File: src/sv/tkm_pkg.sv
// ----------------------------------------------------------------------------
// tkm_pkg: shared types for the top-k smallest sorted list unit
// Payload structs for both channels, the neighbour link between list cells
// and the configuration register map.
// ----------------------------------------------------------------------------
package tkm_pkg;

  localparam int unsigned KEY_W = 32;
  localparam int unsigned ID_W  = 31;
  localparam int unsigned K_W   = 5;

  localparam logic [K_W-1:0] K_RESET = 5'd16;

  // register word index (paddr[2])
  localparam logic REG_K_IN_USE = 1'b0;

  typedef struct packed {
    logic [KEY_W-1:0] item_key;
    logic [ID_W-1:0]  item_id;
  } tkm_in_t;

  typedef struct packed {
    logic [KEY_W-1:0] kth_key;
    logic             list_full;
  } tkm_out_t;

  // what one cell hands to the next one down the list
  typedef struct packed {
    logic             le;
    logic [KEY_W-1:0] key;
    logic [ID_W-1:0]  id;
  } tkm_link_t;

endpackage

File: src/sv/tkm_cfg.sv
// ----------------------------------------------------------------------------
// tkm_cfg: configuration register file
// APB-style slave holding k_in_use; pready is tied high.
// ----------------------------------------------------------------------------
module tkm_cfg
  import tkm_pkg::*;
(
  input  logic           clk,
  input  logic           rst_n,
  input  logic           psel,
  input  logic           penable,
  input  logic           pwrite,
  input  logic [2:0]     paddr,
  input  logic [31:0]    pwdata,
  output logic [31:0]    prdata,
  output logic           pready,
  output logic [K_W-1:0] k_in_use
);

  logic [K_W-1:0] k_in_use_r;
  logic [K_W-1:0] k_in_use_nxt;
  logic           wr_en;

  assign pready = 1'b1;
  assign wr_en  = psel && penable && pwrite && (paddr[2] == REG_K_IN_USE);

  always_comb begin
    k_in_use_nxt = k_in_use_r;
    if (wr_en) begin
      k_in_use_nxt = pwdata[K_W-1:0];
    end
  end

  always_ff @(posedge clk) begin
    if (!rst_n) begin
      k_in_use_r <= K_RESET;
    end else begin
      k_in_use_r <= k_in_use_nxt;
    end
  end

  always_comb begin
    prdata = '0;
    if (paddr[2] == REG_K_IN_USE) begin
      prdata = {{(32-K_W){1'b0}}, k_in_use_r};
    end
  end

  assign k_in_use = k_in_use_r;

endmodule

File: src/sv/tkm_cell.sv
// ----------------------------------------------------------------------------
// tkm_cell: one slot of the sorted list
// Compares its entry with the offered key, then holds, takes the new pair
// or takes its upper neighbour's pair.
// ----------------------------------------------------------------------------
module tkm_cell
  import tkm_pkg::*;
(
  input  logic             clk,
  input  logic             load,
  input  logic             active,
  input  logic [KEY_W-1:0] in_key,
  input  logic [ID_W-1:0]  in_id,
  input  tkm_link_t        prev,
  output tkm_link_t        link,
  output logic [KEY_W-1:0] key_nxt
);

  logic [KEY_W-1:0] key_r;
  logic [ID_W-1:0]  id_r;
  logic [ID_W-1:0]  id_nxt;
  logic             le;

  assign le = active && (key_r <= in_key);

  always_comb begin
    key_nxt = key_r;
    id_nxt  = id_r;
    if (load && !le) begin
      if (prev.le) begin
        key_nxt = in_key;
        id_nxt  = in_id;
      end else begin
        key_nxt = prev.key;
        id_nxt  = prev.id;
      end
    end
  end

  always_ff @(posedge clk) begin
    key_r <= key_nxt;
    id_r  <= id_nxt;
  end

  assign link.le  = le;
  assign link.key = key_r;
  assign link.id  = id_r;

endmodule

File: src/sv/top_k_min_sorted_list_unit.sv
// ----------------------------------------------------------------------------
// top_k_min_sorted_list_unit: keeps the k smallest (key, id) pairs in order
// A chain of list cells compares every entry with the offered key at once
// and shifts by one place behind the insertion point.
//
//   channel  direction  handshake              payload
//   in       slave      in_valid / in_stall    tkm_in_t  (item_key, item_id)
//   out      master     out_valid / out_stall  tkm_out_t (kth_key, list_full)
//   cfg      slave      psel/penable/pready    k_in_use at word 0
//
// One item per cycle unless stalled; the result is registered and appears the
// cycle after the transfer. The compare-and-shift across all cells sets that
// figure. Reset clears the held count and sets k_in_use to 16; cell contents
// hold. in_stall rises only while a result waits and out_stall is high.
// ----------------------------------------------------------------------------
module top_k_min_sorted_list_unit
  import tkm_pkg::*;
#(
  parameter int unsigned MAX_DEPTH = 16
)(
  input  logic        clk,
  input  logic        rst_n,
  input  logic        in_valid,
  output logic        in_stall,
  input  tkm_in_t     in_data,
  output logic        out_valid,
  input  logic        out_stall,
  output tkm_out_t    out_data,
  input  logic        psel,
  input  logic        penable,
  input  logic        pwrite,
  input  logic [2:0]  paddr,
  input  logic [31:0] pwdata,
  output logic [31:0] prdata,
  output logic        pready
);

  localparam int unsigned CW = $clog2(MAX_DEPTH + 1);
  localparam int unsigned IW = (MAX_DEPTH > 1) ? $clog2(MAX_DEPTH) : 1;

  logic [K_W-1:0]   k_in_use;
  logic [CW-1:0]    eff_k;
  logic [CW-1:0]    k_m1;
  logic [IW-1:0]    k_idx;
  logic [CW-1:0]    held_r;
  logic [CW-1:0]    held_nxt;
  logic [CW-1:0]    held_cut;
  logic             accept;
  logic             out_valid_r;
  logic             out_valid_nxt;
  tkm_out_t         out_data_r;
  tkm_out_t         out_data_nxt;
  tkm_link_t        links [MAX_DEPTH+1];
  logic [KEY_W-1:0] keys_nxt [MAX_DEPTH];

  tkm_cfg u_cfg (
    .clk      (clk),
    .rst_n    (rst_n),
    .psel     (psel),
    .penable  (penable),
    .pwrite   (pwrite),
    .paddr    (paddr),
    .pwdata   (pwdata),
    .prdata   (prdata),
    .pready   (pready),
    .k_in_use (k_in_use)
  );

  // clamp k to 1..MAX_DEPTH
  always_comb begin
    if (k_in_use == '0) begin
      eff_k = CW'(1);
    end else if (int'(k_in_use) > int'(MAX_DEPTH)) begin
      eff_k = CW'(MAX_DEPTH);
    end else begin
      eff_k = CW'(k_in_use);
    end
  end

  assign k_m1  = eff_k - CW'(1);
  assign k_idx = k_m1[IW-1:0];

  assign in_stall = out_valid_r && out_stall;
  assign accept   = in_valid && !in_stall;

  assign held_cut = (held_r > eff_k) ? eff_k : held_r;
  assign held_nxt = (held_cut < eff_k) ? held_cut + CW'(1) : held_cut;

  assign links[0].le  = 1'b1;
  assign links[0].key = '0;
  assign links[0].id  = '0;

  for (genvar i = 0; i < MAX_DEPTH; i++) begin : g_cell
    tkm_cell u_cell (
      .clk     (clk),
      .load    (accept),
      .active  (CW'(i) < held_cut),
      .in_key  (in_data.item_key),
      .in_id   (in_data.item_id),
      .prev    (links[i]),
      .link    (links[i+1]),
      .key_nxt (keys_nxt[i])
    );
  end

  always_comb begin
    out_data_nxt  = out_data_r;
    out_valid_nxt = out_valid_r && out_stall;
    if (accept) begin
      out_valid_nxt          = 1'b1;
      out_data_nxt.list_full = (held_nxt == eff_k);
      out_data_nxt.kth_key   = (held_nxt == eff_k) ? keys_nxt[k_idx] : '1;
    end
  end

  always_ff @(posedge clk) begin
    if (!rst_n) begin
      held_r      <= '0;
      out_valid_r <= 1'b0;
    end else begin
      if (accept) begin
        held_r <= held_nxt;
      end
      out_valid_r <= out_valid_nxt;
    end
  end

  always_ff @(posedge clk) begin
    out_data_r <= out_data_nxt;
  end

  assign out_valid = out_valid_r;
  assign out_data  = out_data_r;

  a_held_bound: assert property (@(posedge clk) disable iff (!rst_n)
    int'(held_r) <= int'(MAX_DEPTH))
    else $error("held count beyond list depth");

  a_result_follows: assert property (@(posedge clk) disable iff (!rst_n)
    accept |=> out_valid_r && (held_r != '0))
    else $error("transfer without result or held entry");

  a_full_matches: assert property (@(posedge clk) disable iff (!rst_n)
    accept |=> out_data_r.list_full == (held_r == eff_k))
    else $error("full flag disagrees with held count");

  a_sentinel: assert property (@(posedge clk) disable iff (!rst_n)
    out_valid_r && !out_data_r.list_full |-> out_data_r.kth_key == '1)
    else $error("sentinel missing while list not full");

endmodule

File: config.mk
export PLATFORM = sky130hd
export DESIGN_NAME = top_k_min_sorted_list_unit
export DESIGN_NICKNAME = d
export VERILOG_FILES = /design/src/sv/tkm_pkg.sv /design/src/sv/tkm_cfg.sv /design/src/sv/tkm_cell.sv /design/src/sv/top_k_min_sorted_list_unit.sv
export SDC_FILE = /design/constraint.sdc
export NUM_CORES = 2
export LEC_CHECK = 0
export BUFFER_PORTS_ARGS = -buffer_cell sky130_fd_sc_hd__buf_2
export CORE_MARGIN = 2
export CORE_UTILIZATION = 40
export DETAILED_ROUTE_END_ITERATION = 16
export GPL_TIMING_DRIVEN = 0
export PLACE_DENSITY = 0.53
export SETUP_SLACK_MARGIN = 0.02
export SLEW_MARGIN = 0
export SYNTH_ARGS = -nofsm -noshare
export SYNTH_HDL_FRONTEND = slang
export SYNTH_SLANG_ARGS = --single-unit
File: constraint.sdc
create_clock -name clk -period 14.64 [get_ports clk]
set_input_delay 1.464 -clock clk [delete_from_list [all_inputs] [get_ports clk]]
set_output_delay 1.464 -clock clk [all_outputs]
set_load 0.01 [all_outputs]
Yosys cells after proc, flatten, opt, wreduce, memory -nomap -nowiden:

Cells that the tools add are included.

* $add $sub $neg: 2
* order comparisons: 36
* eq/ne operators: 1
* muxes and demuxes: 40
* bitwise operators: 2
* reduce and logical (&&, ||, !) cells: 55

Operators by type and width (number)
* 32-bit 2-to-1 mux: 33
* 32-bit less-or-equal comparator: 16
* 32-bit binary-select mux with 4-bit select: 1
* 4-bit by 5-bit < comparator with 1-bit output, first input constant: 8
* 1-bit logical AND: 37
* 5-bit 2-to-1 mux: 5
* 3-bit by 5-bit < comparator with 1-bit output, first input constant: 4
* 1-bit zero test: 17
* 1-bit by 5-bit < comparator with 1-bit output, first input constant: 2
* 2-bit by 5-bit < comparator with 1-bit output, first input constant: 2
* 5-bit by 1-bit adder with 5-bit output, second input constant: 1
* 5-bit == test: 1
* 5-bit >= comparator, second input constant: 1
* 5-bit > comparator: 1
* 5-bit > comparator, second input constant: 1
* 5-bit zero test: 1
* 5-bit < comparator: 1
* 4-bit NOT with 5-bit output: 1
* 4-bit by 1-bit subtractor with 4-bit output, second input constant: 1
* 1-bit 2-to-1 mux: 1
* 1-bit NOT: 1

* register bits after elaboration: 556
* input port bits: 105
* output and inout bits: 68
* logic and storage cells: 157

Longest topological paths before layout:

* depth after elaboration: 13
* mapped depth: 25
* gate-level depth less buffers: 21

Hierarchy:

A second synthesis with hierarchy kept.

* cells, all modules: 5710
* area total of the unflattened synthesis: 63937.6 um^2

Modules (own cells, without submodules)
* tkm_cell: instances 16, cells each 320, area each 3584.7 um^2, sequential area each 1571.5 um^2
* top_k_min_sorted_list_unit: instances 1, cells each 532, area each 6103.4 um^2, sequential area each 1111.1 um^2
* tkm_cfg: instances 1, cells each 58, area each 479.2 um^2, sequential area each 100.1 um^2

Worst setup path before layout:

OpenSTA, ideal clock, no wires.

* path kind: register to register
* start: reg u_cfg.k_in_use_r[1] (netlist: u_cfg.k_in_use[1])
* end: reg out_data_r (netlist bit out_data[12]), data pin
* library setup time: 0.280 ns
* arrival time: 4.799 ns
* data required time: 14.360 ns
* setup slack: 9.561 ns
* cell stages (with the launch flop): 26
* buffers on the path: 5
* clock period less this slack: 5.079 ns
* cell sequence: dfxtp_1 > clkbuf_1 > nor3_1 > nor2_1 > nor2_1 > clkbuf_1 > ha_1 > nor2b_4 > o31a_4 > o21ai_4 > buf_4 > buf_4 > nand2_1 > o21ai_0 > ha_1 > o21a_1 > o21a_1 > o21ai_0 > a31oi_1 > nor3_1 > xnor3_1 > nor3_1 > o21ai_2 > clkbuf_1 > a311oi_1 > o211ai_1

* cells in the longest elaborated chain, start to end: 13
* elaborated cells between the ends (all ways): 110
* those cells by class: add/sub: 2; order compare: 19; eq/ne: 1; mux: 38; bitwise: 1; reduce/logical: 49

RTL lines
* start, declared: RTL line tkm_cfg.sv:20 `logic [K_W-1:0] k_in_use_r;`
* start signal, assigned: RTL line tkm_cfg.sv:38 `k_in_use_r <= k_in_use_nxt;`
* 5-bit > comparator: RTL line top_k_min_sorted_list_unit.sv:73 `end else if (int'(k_in_use) > int'(MAX_DEPTH)) begin`
* 5-bit 2-to-1 mux: RTL line top_k_min_sorted_list_unit.sv:73
* 5-bit 2-to-1 mux *: RTL line top_k_min_sorted_list_unit.sv:71 `if (k_in_use == '0) begin`
* 5-bit > comparator: RTL line top_k_min_sorted_list_unit.sv:86 `assign held_cut = (held_r > eff_k) ? eff_k : held_r;`
* 5-bit 2-to-1 mux: RTL line top_k_min_sorted_list_unit.sv:86
* 4-bit by 5-bit < comparator with 1-bit output (tied with other cells): RTL line top_k_min_sorted_list_unit.sv:97 `.active (CW'(i) < held_cut),`
* 1-bit logical AND: RTL line tkm_cell.sv:24 `assign le = active && (key_r <= in_key);`
* 1-bit zero test: RTL line tkm_cell.sv:29 `if (load && !le) begin`
* 1-bit logical AND: RTL line tkm_cell.sv:29
* 32-bit 2-to-1 mux: RTL line tkm_cell.sv:29
* 32-bit binary-select mux with 4-bit select: RTL line top_k_min_sorted_list_unit.sv:112 `out_data_nxt.kth_key = (held_nxt == eff_k) ? keys_nxt[k_idx] : '1;`
* 32-bit 2-to-1 mux (not written as such) (2 in series): RTL line top_k_min_sorted_list_unit.sv:112
* end signal, assigned: RTL line top_k_min_sorted_list_unit.sv:129 `out_data_r <= out_data_nxt;`
* end, declared: RTL line top_k_min_sorted_list_unit.sv:51 `tkm_out_t out_data_r;`

Every way passes the cells marked *; elsewhere a longest branch is shown, timed or not. The select of a mux whose other input is x is not followed.
A chain may end at the register's enable or synchronous reset.

Worst setup path in the final report:

* start: reg u_cfg.k_in_use_r[4] (netlist: u_cfg.k_in_use[4])
* end: reg out_data_r (netlist bit out_data[16]), data pin

The elaborated chain is that of the path after synthesis.

==> results.cfg <==
[synth]
synthFlopType = dfxtp_1
synthArstFlopShare_pct = 0
ys_ff_latch = 556
ys_warn_count = 0
synth_edf_count = 33
synthTopCellsByCount = dfxtp_1 (523), ha_1 (523), a21oi_1 (487)
syn_inst = 4843
synth-seq-area-share_pct = 28.1
synth.area.top_cells = dfxtp_1 (26%), ha_1 (16%), mux2i_1 (8.9%)
yosysUniqueCellTypes = 99
synth_top_area_cell = dfxtp_1
synth_top_area_share_pct = 25.7
synthesis.area_sq_um = 40700
syn_area_per_cell_sq_um = 8.41

[floorplanning]
core_area_sq_um = 101000
start_util_pct = 40.1
dieArea_sq_um = 104000
io_pins = 173
dieHeight_um = 323
die_w_um = 323
row_count = 117

[power]
total_power_w = 0.00741
p_leak_nw = 18.3
ir_worst_vdd_mv = 0.0941
powerDensity_nw_per_um2 = 163

[global_routing]
grt_usage_pct = 37.3
grt_max_degree = 43
grt_pass1_vias = 38616
gr-total-overflow = 0
grt_antenna_before_repair = 7
grt_pass1_wl_um = 278000

[sta]
rsz0062_at_grt = no
setup_violations = 0
relSlewSlack_pct = -6.77
fin_crit_ns = 9.16
finalHoldViolations = 0
clock-skew-final_ns = 0.0323
worst_pin_slew_ns = 1.60
finalSetupTns_ns = 0
whs_ns = 0.482
maxSlewViolCount = 10
fin_crit_sh_pct = 62.6
max_freq_mhz = 109

[worst_setup_path]
cp-end-kind = flop
reg2reg_setup_slack_ns = 5.48
reg2reg_from = u_cfg.k_in_use[4]
crit_path_frequent_cell = clkbuf_1
r2r_end = out_data[16]
worst_path_max_delay_cell = xor2_1
crit_path_start_kind = flop
cp.arrival_ns = 9.45
critPathKind = reg2reg
cpPeakStageDelay_ns = 1.23
worst-path-max-fanout = 10
worstPathRequired_ns = 14.93
path_cells = clkbuf_1, nor2_1, inv_1, clkbuf_1, clkbuf_1, ha_1, xor2_1, nand2_1, nor2_1, clkbuf_1, clkbuf_1, o211ai_1, nand4_1, o211ai_1
reg2reg_depth = 14

[detailed_routing]
drcViolationCount = 0
drt-initial-drc-count = 4499
num_vias = 40539
first_pass_iters = 8
ant_nets = 0
vias_per_cell = 6.28
drt-total-wl_um = 199000
wl_per_cell_um = 30.8

[final_layout]
syn_to_final_growth_pct = 11.4
layout-drive-gt1-share_pct = 7.73
fillers = 10237
nets = 5660

[clock_tree]
cts_inserted_buffers = 73
cts_buffer_depth = 3
cts_max_level = 3
cts_setup_buffers = 0
cts_resized = 0
clock_sinks = 556
clk_latency_ns = 0.66
clockRootBuffer = clkbuf_16
cts_tree = built
clk_pin_slew_ns = 0.06
cts_hold_buf = 0

[min_path]
min_to = g_cell[15].u_cell.key_r[23]
hp-class = reg2reg
hp-start = g_cell[15].u_cell.key_r[23]
hold_depth = 2

[outcome]
violations = max-capacitance violations, max-slew violations
run_status = complete, but fails checks

[place]
io_buffers = 84
dp_hpwl_um = 163000
gp_congestion = 1.01

[job]
max_cap_violations = 2
## area by class of cell
type	count	area [sq um]	share of cell area, %
multi-input cells	3843	27300	60.1
flip-flops and latches	556	11500	25.3
clock buffers	113	2160	4.76
well taps	1368	1710	3.77
plain buffers	340	1610	3.56
inverters	130	488	1.08
repair buffers	88	480	1.06
clock inverters	15	168	0.370
diodes	2	5.00	0.0110
## flip-flops by register name, summed over array words and instances (netlist names)
name	cells
g_cell.u_cell.key_r	512
held_r	5
out_data	33
out_valid	1
u_cfg.k_in_use	5
## through the flow
step	cell area, sq um	util (%)	std cells	worst slack (ns)
floorplan	40800	-	4869	9.56
global placement	43000	42.3	6321	5.74
detailed placement	43000	42.4	6323	6.07
CTS	45300	44.7	6451	6.07
global route	45400	44.7	6453	5.44
finish	45400	44.7	6455	5.48
## worst max-delay path: cells and delay by family (launching register included)
kind	cells	cell delay, ns
buffers and inverters	6	3.80
and+or+nand+nor	4	2.43
xor gates and xnor gates	1	1.23
AOI/OAI and AO/OA	2	0.59
adders and majority gates	1	0.37
DFF	1	0.35
## cells by family (layout without fill, tap and decap cells)
logic type | Yosys count | in the layout | share of synthesized area, %
other | 2 | 30 | 0.0184
muxes | 410 | 410 | 10.2
adders and majority gates | 523 | 523 | 16.1
and+or+nand+nor | 1278 | 1278 | 14.8
buffers and inverters | 470 | 686 | 5.15
xor gates and xnor gates | 12 | 12 | 0.292
DFF | 556 | 556 | 28.1
AOI/OAI and AO/OA | 1592 | 1592 | 25.3
## power breakdown
group / internal [W] / switching (W)
logic: 0.00107 / 0.00182
registers: 0.00206 / 0.000615
clock network: 0.00106 / 0.000779
## placed cells by master (no fill, tap or decap), types with 25 or more instances in the layout
cell type and instances:
a211o_1 33, a211oi_1 55, a21o_1 31, a21oi_1 487, a221oi_1 49, a22o_1 27
a2bb2oi_1 28, a311oi_1 26, a31oi_1 34, and2_1 27, buf_2 142, buf_4 40
clkbuf_1 230, clkbuf_16 75, conb_1 28, dfxtp_1 523, edfxtp_1 33, ha_1 523
inv_1 125, mux2_2 40, mux2i_1 362, nand2_1 486, nand2b_1 45, nand3_1 61
nand4_1 135, nor2_1 284, nor2b_1 27, nor3_1 111, nor4_1 25, o2111ai_1 27
o211ai_1 161, o21a_1 56, o21ai_0 393
## worst max path at each step
stage / start / end / slack, ns / cells past startpoint
2_1_floorplan: u_cfg.k_in_use[1] / out_data[12] / 9.56 / 25
3_3_place_gp: out_stall / out_data[29] / 5.74 / 12
3_5_place_dp: u_cfg.k_in_use[3] / out_data[12] / 6.07 / 25
4_1_cts: u_cfg.k_in_use[3] / out_data[12] / 6.07 / 25
5_1_grt: u_cfg.k_in_use[3] / out_data[12] / 5.44 / 25
6_report: u_cfg.k_in_use[4] / out_data[16] / 5.48 / 14
## per-layer routing
| layer | global-route usage (%) | wire length (um) | vias to the layer above |
|---|---|---|---|
| li1 | - | - | 18652 |
| met1 | 47.8 | 82000 | 19462 |
| met2 | 58.4 | 86500 | 1987 |
| met3 | 7.34 | 17800 | 436 |
| met4 | 21.3 | 12700 | 2 |
| met5 | 0 | 13 | - |
(Power assumes the default switching activity.)
